[src/design/range_assign_max_skyline_unit_macros.svh]
// Assertion macros for the range assign / range max skyline unit.
// Included by the top level; needs nothing else.
`ifndef RANGE_ASSIGN_MAX_SKYLINE_UNIT_MACROS_SVH
`define RANGE_ASSIGN_MAX_SKYLINE_UNIT_MACROS_SVH
`ifndef ASSERT_OFF
`define RASU_ASSERT(lbl, clk_s, rst_s, prop, msg) \
    lbl: assert property (@(posedge clk_s) disable iff (!rst_s) prop) else $error(msg);
`define RASU_ASSERT_NEXT(lbl, clk_s, rst_s, ante, cons, msg) \
    lbl: assert property (@(posedge clk_s) disable iff (!rst_s) (ante) |=> (cons)) \
        else $error(msg);
`else
`define RASU_ASSERT(lbl, clk_s, rst_s, prop, msg)
`define RASU_ASSERT_NEXT(lbl, clk_s, rst_s, ante, cons, msg)
`endif
`endif

[src/design/rasu_pkg.sv]
`timescale 1ns / 1ps
// Shared types and constants for the skyline unit.
// No dependencies.
package rasu_pkg;

    localparam int POS_W    = 11;
    localparam int END_W    = POS_W + 1;
    localparam int HEIGHT_W = 32;
    localparam int SUM_W    = HEIGHT_W + 1;

    typedef logic [POS_W-1:0]    pos_t;
    typedef logic [END_W-1:0]    end_t;
    typedef logic [HEIGHT_W-1:0] height_t;
    typedef logic [SUM_W-1:0]    sum_t;

    localparam logic    REQ_DROP   = 1'b0;
    localparam logic    REQ_QUERY  = 1'b1;
    localparam pos_t    COLS_RESET = 11'd1024;
    localparam end_t    POS_MAX    = END_W'((1 << POS_W) - 1);
    localparam height_t HEIGHT_MAX = 32'hFFFF_FFFF;

    typedef struct packed {
        logic clear_acc;
        logic acc_en;
        logic rd_en;
        logic wr_en;
        logic clear_valid;
        logic set_valid;
    } cell_ctl_t;

endpackage

[src/design/rasu_ram.sv]
`timescale 1ns / 1ps
// Generic simple dual-port RAM, one write and one registered read port.
// No dependencies.
module rasu_ram #(
    parameter int WIDTH = 32,
    parameter int DEPTH = 32
) (
    input  logic                     clk,
    input  logic                     wr_en,
    input  logic [$clog2(DEPTH)-1:0] wr_addr,
    input  logic [WIDTH-1:0]         wr_data,
    input  logic                     rd_en,
    input  logic [$clog2(DEPTH)-1:0] rd_addr,
    output logic [WIDTH-1:0]         rd_data
);

    logic [WIDTH-1:0] mem_reg [DEPTH];
    logic [WIDTH-1:0] rd_data_reg;

    always_ff @(posedge clk)
    begin
        if (wr_en)
        begin
            mem_reg[wr_addr] <= wr_data;
        end
        if (rd_en)
        begin
            rd_data_reg <= mem_reg[rd_addr];
        end
    end

    assign rd_data = rd_data_reg;

endmodule

[src/design/rasu_cell.sv]
`timescale 1ns / 1ps
// One cell of the skyline chain: a slice of columns in RAM, local max, chain stage.
// Depends on rasu_pkg and rasu_ram.
module rasu_cell #(
    parameter int CELL_ID   = 0,
    parameter int DEPTH_LOG = 5,
    parameter int COL_W     = 10
) (
    input  logic                 clk,
    input  logic                 rst_n,
    input  rasu_pkg::cell_ctl_t  ctl,
    input  logic [DEPTH_LOG-1:0] addr,
    input  logic [DEPTH_LOG-1:0] addr_d,
    input  rasu_pkg::pos_t       lo,
    input  rasu_pkg::end_t       span_end,
    input  rasu_pkg::height_t    key,
    input  rasu_pkg::height_t    chain_in,
    output rasu_pkg::height_t    chain_out
);
    import rasu_pkg::*;

    localparam int DEPTH = 1 << DEPTH_LOG;
    localparam int CMP_W = (COL_W > END_W) ? COL_W : END_W;
    localparam logic [CMP_W-1:0] BASE = CMP_W'(CELL_ID * DEPTH);

    logic             valid_reg;
    height_t          local_max_reg;
    height_t          chain_reg;
    height_t          rd_data;
    height_t          wr_data;
    logic             wr_en;
    logic [CMP_W-1:0] col_rd;
    logic [CMP_W-1:0] col_wr;
    logic             rd_hit;
    logic             wr_hit;

    assign col_rd = BASE + CMP_W'(addr_d);
    assign col_wr = BASE + CMP_W'(addr);
    assign rd_hit = (col_rd >= CMP_W'(lo)) && (col_rd < CMP_W'(span_end));
    assign wr_hit = (col_wr >= CMP_W'(lo)) && (col_wr < CMP_W'(span_end));

    // a slice never written reads as zero; its first drop fills every entry
    assign wr_en   = ctl.wr_en && (wr_hit || !valid_reg);
    assign wr_data = wr_hit ? key : '0;

    rasu_ram #(
        .WIDTH(HEIGHT_W),
        .DEPTH(DEPTH)
    ) u_ram (
        .clk    (clk),
        .wr_en  (wr_en),
        .wr_addr(addr),
        .wr_data(wr_data),
        .rd_en  (ctl.rd_en),
        .rd_addr(addr),
        .rd_data(rd_data)
    );

    always_ff @(posedge clk or negedge rst_n)
    begin
        if (!rst_n)
        begin
            valid_reg <= 1'b0;
        end
        else if (ctl.clear_valid)
        begin
            valid_reg <= 1'b0;
        end
        else if (ctl.set_valid)
        begin
            valid_reg <= 1'b1;
        end
    end

    always_ff @(posedge clk)
    begin
        if (ctl.clear_acc)
        begin
            local_max_reg <= '0;
        end
        else if (ctl.acc_en && rd_hit && valid_reg && (rd_data > local_max_reg))
        begin
            local_max_reg <= rd_data;
        end
        chain_reg <= (chain_in > local_max_reg) ? chain_in : local_max_reg;
    end

    assign chain_out = chain_reg;

endmodule

[config.mk]
export PLATFORM = sky130hd
export DESIGN_NAME = rasu_cell
export DESIGN_NICKNAME = d
export VERILOG_FILES = /design/src/design/range_assign_max_skyline_unit_macros.svh /design/src/design/rasu_pkg.sv /design/src/design/rasu_ram.sv /design/src/design/rasu_cell.sv
export SDC_FILE = /design/constraint.sdc
export NUM_CORES = 1
export LEC_CHECK = 0
export ABC_CLOCK_PERIOD_IN_PS = 4700
export BUFFER_PORTS_ARGS = -buffer_cell sky130_fd_sc_hd__buf_2
export CAP_MARGIN = 20
export CORE_MARGIN = 4
export CORE_UTILIZATION = 45
export DETAILED_ROUTE_END_ITERATION = 16
export GPL_TIMING_DRIVEN = 0
export SYNTH_ARGS = -nofsm -noshare
export SYNTH_HDL_FRONTEND = slang
export SYNTH_SLANG_ARGS = --single-unit
[constraint.sdc]
create_clock -name clk -period 4.7 [get_ports clk]
set_input_delay 0.235 -clock clk [delete_from_list [all_inputs] [get_ports clk]]
set_output_delay 0.235 -clock clk [all_outputs]
set_load 0.01 [all_outputs]
# [Word level (Yosys, flattened, before mapping)]
# Memory sizes are Yosys's and may differ from the RTL's. A register that Yosys moved wholly into a read port is not among the register bits.
# Index checks and enable logic that the tools add are counted.
[totals] out_inout_bits=32 ram_bits=1024 register_bits=65 memories=1
[mem_list] name="u_ram.mem_reg" words=32 width=32 read_ports=1 rd_ports_with_merged_regs=1 wr=1 line="rasu_ram.sv:17" source="logic [WIDTH-1:0] mem_reg [DEPTH];"
[classes] magnitude_cmp=6 reduce_logical=9 muxes=6
[op_table] cell="32-bit > comparator" count=2
[op_table] cell="32-bit 2-to-1 mux" count=2
[op_table] cell="5-bit by 12-bit < comparator with 1-bit output" count=2
[op_table] cell="5-bit by 11-bit >= comparator with 1-bit output" count=2
[op_table] cell="1-bit logical AND" count=6
[op_table] cell="1-bit 2-to-1 mux" count=4
[op_table] cell="2-bit nonzero test" count=1
[op_table] cell="1-bit logical NOT" count=1
[op_table] cell="1-bit logical OR" count=1

# [Depth between registers and ports, before layout]
[depth] ltp_word=6 ltp_mapped=13 mapped_depth_nobuf=9

# [Hierarchy]
# From an unflattened synthesis, not the netlist that was laid out.
[unflattened] cells_unflattened=2764 hier_area_um2=45573.7
[by_module_without_submodules] mod="rasu_ram" n_inst=1 cells_each=2260 area_per_inst_um2=40805.4
[by_module_without_submodules] mod="rasu_cell" n_inst=1 cells_each=504 area_per_inst_um2=4768.3

# [Worst setup path before layout]
# No wires, ideal clock.
[synth_timing] path_kind="input -> register" start="input port addr[0]" end="memory u_ram.mem_reg[2][0] (enable)" cell_stages=12 t_required_ps=4198 setup_ps=502 n_path_buf=3 arrival_ps=4881 setup_slack_ps=-684 path_cell_list="buf_2 -> buf_4 -> buf_4 -> inv_1 -> ha_1 -> nand2b_1 -> a21o_1 -> a21o_1 -> a21o_1 -> a21o_1 -> a21boi_2 -> nor4_1"
[synth_via] elab_chain_cells=6 word_cells_on_any_way=7 cone_classes="order compare (2); mux (2); reduce/logical (3)"
[synth_rtl] item="start: declaration" line="rasu_cell.sv:12" source="input logic [DEPTH_LOG-1:0] addr,"
[synth_rtl] item="5-bit by 12-bit < comparator with 1-bit output or 5-bit by 11-bit >= comparator with 1-bit output (tied branches)" line="rasu_cell.sv:40" source="assign wr_hit = (col_wr >= CMP_W'(lo)) && (col_wr < CMP_W'(span_end));"
[synth_rtl] item="1-bit logical AND" line="rasu_cell.sv:40"
[synth_rtl] item="1-bit logical OR" line="rasu_cell.sv:43" source="assign wr_en = ctl.wr_en && (wr_hit || !valid_reg);"
[synth_rtl] item="1-bit logical AND" line="rasu_cell.sv:43"
[synth_rtl] item="1-bit 2-to-1 mux" line="rasu_ram.sv:22" source="if (wr_en)"
[synth_rtl] item="1-bit 2-to-1 mux (not written as such)" line="rasu_ram.sv:24" source="mem_reg[wr_addr] <= wr_data;"
[synth_rtl] item="end: declaration" line="rasu_ram.sv:17"
# Parallel ways exist; a longest one is shown, timed or not.

# [Worst setup path after layout]
[layout_timing] start="input port addr[0]" end="memory u_ram.mem_reg[27][14] (enable)"
# Same word-level chain as after synthesis.

==> flow_summary.html <==
<table>
<tr><th>Metric</th><th>Value</th></tr>
<tr><th colspan="2">Final layout</th></tr>
<tr><td>Layout Nets</td><td>about 2800</td></tr>
<tr><td>Share of final-layout standard cells stronger than drive strength 1</td><td>approximately 31%</td></tr>
<tr><td>Post-route cell area</td><td>about 53000 um2</td></tr>
<tr><td>Area Overhead vs Synth</td><td>19.66%</td></tr>
<tr><td>Number of flip-flops in the largest register</td><td>1024</td></tr>
<tr><td>Fillers</td><td>7405</td></tr>
<tr><td>Sequential cell area</td><td>between 30000 and 40000 um2</td></tr>
<tr><td>Footprint of the multi-input gates</td><td>10560 um2</td></tr>
<tr><td>Final Instance Count excl. Fillers</td><td>a little under 4000</td></tr>
<tr><th colspan="2">Routing</th></tr>
<tr><td>Number of nets with antenna violations after detailed routing</td><td>0</td></tr>
<tr><td>Final routed wirelength across all metal layers</td><td>roughly 130000 um</td></tr>
<tr><td>Residual DRC</td><td>0</td></tr>
<tr><td>Final routed wire length divided by cell count</td><td>roughly 33 um</td></tr>
<tr><td>Vias per Instance</td><td>~6.2</td></tr>
<tr><td>First drt pass iteration count</td><td>6</td></tr>
<tr><td>Iter 0 DRT Violations</td><td>~3600</td></tr>
<tr><td>Vias after detailed routing</td><td>24620</td></tr>
<tr><th colspan="2">Placement</th></tr>
<tr><td>Minimum setup slack after placement</td><td>-443.8 ps</td></tr>
<tr><td>Number of cells in the design after placement</td><td>~3700</td></tr>
<tr><td>Detailed Place HPWL</td><td>92450 um</td></tr>
<tr><td>Port buffer count</td><td>around 140</td></tr>
<tr><td>Total placed instance area</td><td>~48000 um2</td></tr>
<tr><td>Placer's final routability congestion estimate</td><td>approximately 0.85</td></tr>
<tr><th colspan="2">Power and ir drop</th></tr>
<tr><td>Post-layout power</td><td>21.01 mW</td></tr>
<tr><td>Worst vdd ir</td><td>~250 uV</td></tr>
<tr><td>Reported leakage power</td><td>20.07 nW</td></tr>
<tr><td>Total power divided by cell area</td><td>roughly 400 nW/um2</td></tr>
<tr><th colspan="2">STA</th></tr>
<tr><td>Final period demand of the worst path</td><td>~4500 ps</td></tr>
<tr><td>Share of the clock period used by the worst path after layout</td><td>between 90% and 100%</td></tr>
<tr><td>Worst Slack Setup Final</td><td>230.7 ps</td></tr>
<tr><td>Final max-slew violation count</td><td>0</td></tr>
<tr><td>Count of final hold-check violations</td><td>0</td></tr>
<tr><td>Final setup viols</td><td>0</td></tr>
<tr><td>Slew headroom</td><td>between 10% and 20%</td></tr>
<tr><td>Hold Slack</td><td>just over 100 ps</td></tr>
<tr><td>Setup repair after global routing missed its margin</td><td>no</td></tr>
<tr><td>Measured slew at the worst slew-check pin</td><td>1240 ps</td></tr>
<tr><td>Peak Freq</td><td>approximately 220 MHz</td></tr>
<tr><td>Worst clock skew on the final layout</td><td>30.20 ps</td></tr>
<tr><th colspan="2">GRT</th></tr>
<tr><td>Vias in the first global route</td><td>24660</td></tr>
<tr><td>Global-route wire length before repair</td><td>~180000 um</td></tr>
<tr><td>Initial antenna violation count</td><td>10</td></tr>
<tr><td>Global Route Usage Sum</td><td>25.59%</td></tr>
<tr><td>Total grt overflow</td><td>0</td></tr>
<tr><td>Pin count of the biggest net entering global routing</td><td>33</td></tr>
<tr><th colspan="2">Floorplan</th></tr>
<tr><td>Placeable core region</td><td>roughly 97000 um2</td></tr>
<tr><td>DIE HEIGHT</td><td>between 300 and 400 um</td></tr>
<tr><td>Count of pins on the block boundary</td><td>137</td></tr>
<tr><td>Die width</td><td>between 300 and 400 um</td></tr>
<tr><td>Number of rows in the core area</td><td>~110</td></tr>
<tr><td>Initial cell density of the core</td><td>a little under half</td></tr>
<tr><td>Die Footprint</td><td>a little over 100000 um2</td></tr>
<tr><th colspan="2">Logic synthesis</th></tr>
<tr><td>Synth warn</td><td>0</td></tr>
<tr><td>Unique cell type count in the Yosys netlist</td><td>between 50 and 60</td></tr>
<tr><td>Number of flops mapped to enable cells by yosys</td><td>between 1000 and 1500</td></tr>
<tr><td>Share of synthesized area occupied by flip-flops and latches</td><td>74.85%</td></tr>
<tr><td>Net count after synthesis</td><td>around 2300</td></tr>
<tr><td>Main area contributors after synthesis</td><td>edfxtp_1 (72%), mux4_2 (13%), dfxtp_1 (2.9%)</td></tr>
<tr><td>Mean cell area of the mapped netlist</td><td>around 21 um2</td></tr>
<tr><td>Asr flop ratio synth</td><td>less than 1%</td></tr>
<tr><td>Cell type contributing the most total cell area after synthesis</td><td>edfxtp_1</td></tr>
<tr><td>Flop and latch count out of synthesis</td><td>between 1000 and 1500</td></tr>
<tr><td>Proportion of netlist area held by the largest area contributor</td><td>between 70% and 80%</td></tr>
<tr><td>Cell Area, Synth</td><td>about 44000 um2</td></tr>
<tr><td>Flip-flop cell with the highest count after synthesis</td><td>edfxtp_1</td></tr>
<tr><td>Synthesized netlist cell count</td><td>approximately 2100</td></tr>
<tr><th colspan="2">Clocking</th></tr>
<tr><td>Number of clock sinks seen by CTS</td><td>1121</td></tr>
<tr><td>Number of buffers added by the clock tree synthesis step</td><td>112</td></tr>
<tr><td>Clk root buf</td><td>clkbuf_16</td></tr>
<tr><td>Insertion delay to the later sink of the worst-skew pair</td><td>slightly below 700 ps</td></tr>
<tr><td>Clock-pin slew reported for the worst setup and hold paths after clock tree synthesis</td><td>60 ps</td></tr>
<tr><td>Buffer depth of the longest clock path</td><td>3</td></tr>
<tr><td>CTS H-tree lvls</td><td>3</td></tr>
<tr><td>CTS tree</td><td>done</td></tr>
<tr><td>Post-cts repair resize count</td><td>0</td></tr>
<tr><th colspan="2">Setup path</th></tr>
<tr><td>WS Path Type</td><td>primary input to flip-flop</td></tr>
<tr><td>Critical path required time</td><td>5080 ps</td></tr>
<tr><td>Critical path startpoint category</td><td>primary input</td></tr>
<tr><td>Endpoint kind of the worst setup timing path</td><td>flip-flop</td></tr>
<tr><td>Largest fanout on the critical path</td><td>10</td></tr>
<tr><td>Data arrival at the endpoint of the critical path</td><td>roughly 4900 ps</td></tr>
<tr><th colspan="2">Status</th></tr>
<tr><td>Outcome</td><td>finished clean</td></tr>
<tr><th colspan="2">Worst hold path</th></tr>
<tr><td>Class of the worst hold path</td><td>primary input to flip-flop</td></tr>
<tr><th colspan="2">Run</th></tr>
<tr><td># Max-Cap Violations</td><td>0</td></tr>
</table>
## through the flow
step | util (%) | setup TNS (ps)
after floorplan | - | -43750
after global placement | 47.83 | -4485570
after detailed placement | 49.98 | -23020
after CTS | 54.29 | 0
after global routing | 54.41 | 0
final | 54.42 | 0
## cell type report
cell class | instances | share of cell area (%)
Antenna cell | 2 | 0.009482
Clock inverter | 72 | 1.647
Buffer | 120 | 1.102
Clock buffer | 136 | 5.561
Sequential cell | 1121 | 62.55
Timing Repair Buffer | 326 | 5.772
Tap cell | 1276 | 3.025
Inverter | 47 | 0.3342
Multi-Input combinational cell | 849 | 20.00
## repair_timing
item,CTS,global route
hold buffers,37,0
endpoints found under the hold margin,36,0
setup buffers,0,0
## cells in the final DEF, fill, tap and decap left out, types with 6 or more instances in the layout
| master | count |
|---|---|
| o21ai_0 | 7 |
| nor4_4 | 6 |
| mux4_2 | 256 |
| mux2_4 | 23 |
| dfxtp_1 | 64 |
| nand3_1 | 38 |
| clkinv_2 | 21 |
| clkbuf_1 | 82 |
| nand4_1 | 44 |
| clkbuf_16 | 115 |
| buf_6 | 92 |
| a22oi_1 | 128 |
| edfxtp_1 | 1056 |
| ha_1 | 82 |
| bufinv_16 | 20 |
| mux2_2 | 9 |
| buf_8 | 43 |
| nor2_4 | 7 |
| dlygate4sd3_1 | 37 |
| buf_4 | 20 |
| a21oi_1 | 53 |
| nor2_1 | 16 |
| buf_2 | 161 |
| nand2_1 | 25 |
| inv_1 | 47 |
| nor3_2 | 17 |
| buf_12 | 8 |
| and3_1 | 35 |
| buf_1 | 18 |
| clkinv_1 | 21 |
| a21o_1 | 48 |
## power breakdown
| part | switching, mW | leakage [nW] | internal [mW] | total (mW) |
|---|---|---|---|---|
| Clock | 3.74 | 1.85 | 5.53 | 9.27 |
| Sequential | 0.0133 | 12.6 | 10.8 | 10.8 |
| Combinational | 0.575 | 5.59 | 0.336 | 0.911 |
| Total | 4.33 | 20.1 | 16.7 | 21.0 |
## per-layer routing
| metal | track usage, % | share of wire [%] |
|---|---|---|
| met5 | 0 | 0.017 |
| met2 | 41.18 | 48 |
| met1 | 34.90 | 38 |
| met3 | 5.109 | 10 |
| met4 | 9.874 | 4.1 |
## cell families (layout without fill, tap and decap cells)
group / after synthesis / in the layout / share of synthesized area, %
AOI/OAI and AO/OA: 261 / 261 / 4.218
adders and majority gates: 82 / 82 / 2.326
buffers and inverters: 167 / 701 / 1.716
DFF: 1121 / 1121 / 74.85
muxes: 288 / 288 / 14.08
other: 0 / 2 / 0
and+or+nand+nor: 218 / 218 / 2.805
## cells in the mapped netlist (2+ instances only)
master and n:
nand2_1 25, mux2_2 9, a21o_1 48, a211oi_1 4
a21oi_1 53, nor4_1 5, and3_1 35, buf_4 4
buf_2 26, buf_1 18, inv_1 47, o211ai_1 2
nand2b_1 4, clkbuf_1 61, nor3_1 19, o21ai_1 2
nand4_1 44, o21ai_0 7, and3b_1 2, nand3b_1 2
ha_1 82, nand3_1 38, mux4_2 256, dfxtp_1 64
nor2b_1 3, a221o_1 2, nor3b_1 3, a22oi_1 128
and2_1 2, o21a_1 3, edfxtp_1 1056, nor4_2 7
mux2_4 23, buf_6 11, nor2_1 23, a221oi_1 2
## final timing paths
kind,from,end,slack (ps),depth (start not counted)
hold / removal,key[1],u_ram.mem_reg[11][1]$_DFFE_PP_,100,2
hold reg to reg,local_max_reg[3]$_SDFFE_PP0P_,chain_out[3]$_DFF_P_,470,1
min in group asynchronous,rst_n,valid_reg$_DFFE_PN0P_,390,3
setup reg to reg,u_ram.rd_data[31]$_DFFE_PP_,local_max_reg[11]$_SDFFE_PP0P_,1450,9
setup / recovery,addr[0],u_ram.mem_reg[27][14]$_DFFE_PP_,230,17
max in group asynchronous,rst_n,valid_reg$_DFFE_PN0P_,4210,3
## critical path, cell delays in order
cell	delay [ps]
buf_2	350
buf_4	370
buf_4	370
inv_1	150
ha_1	290
nand2b_1	90
a21o_1	120
a21o_1	130
a21o_1	110
a21o_1	480
a21boi_2	220
buf_2	290
nor3_2	880
buf_8	250
buf_8	160
buf_6	160
buf_6	160
Note: power is estimated with default switching activity, not from simulation.
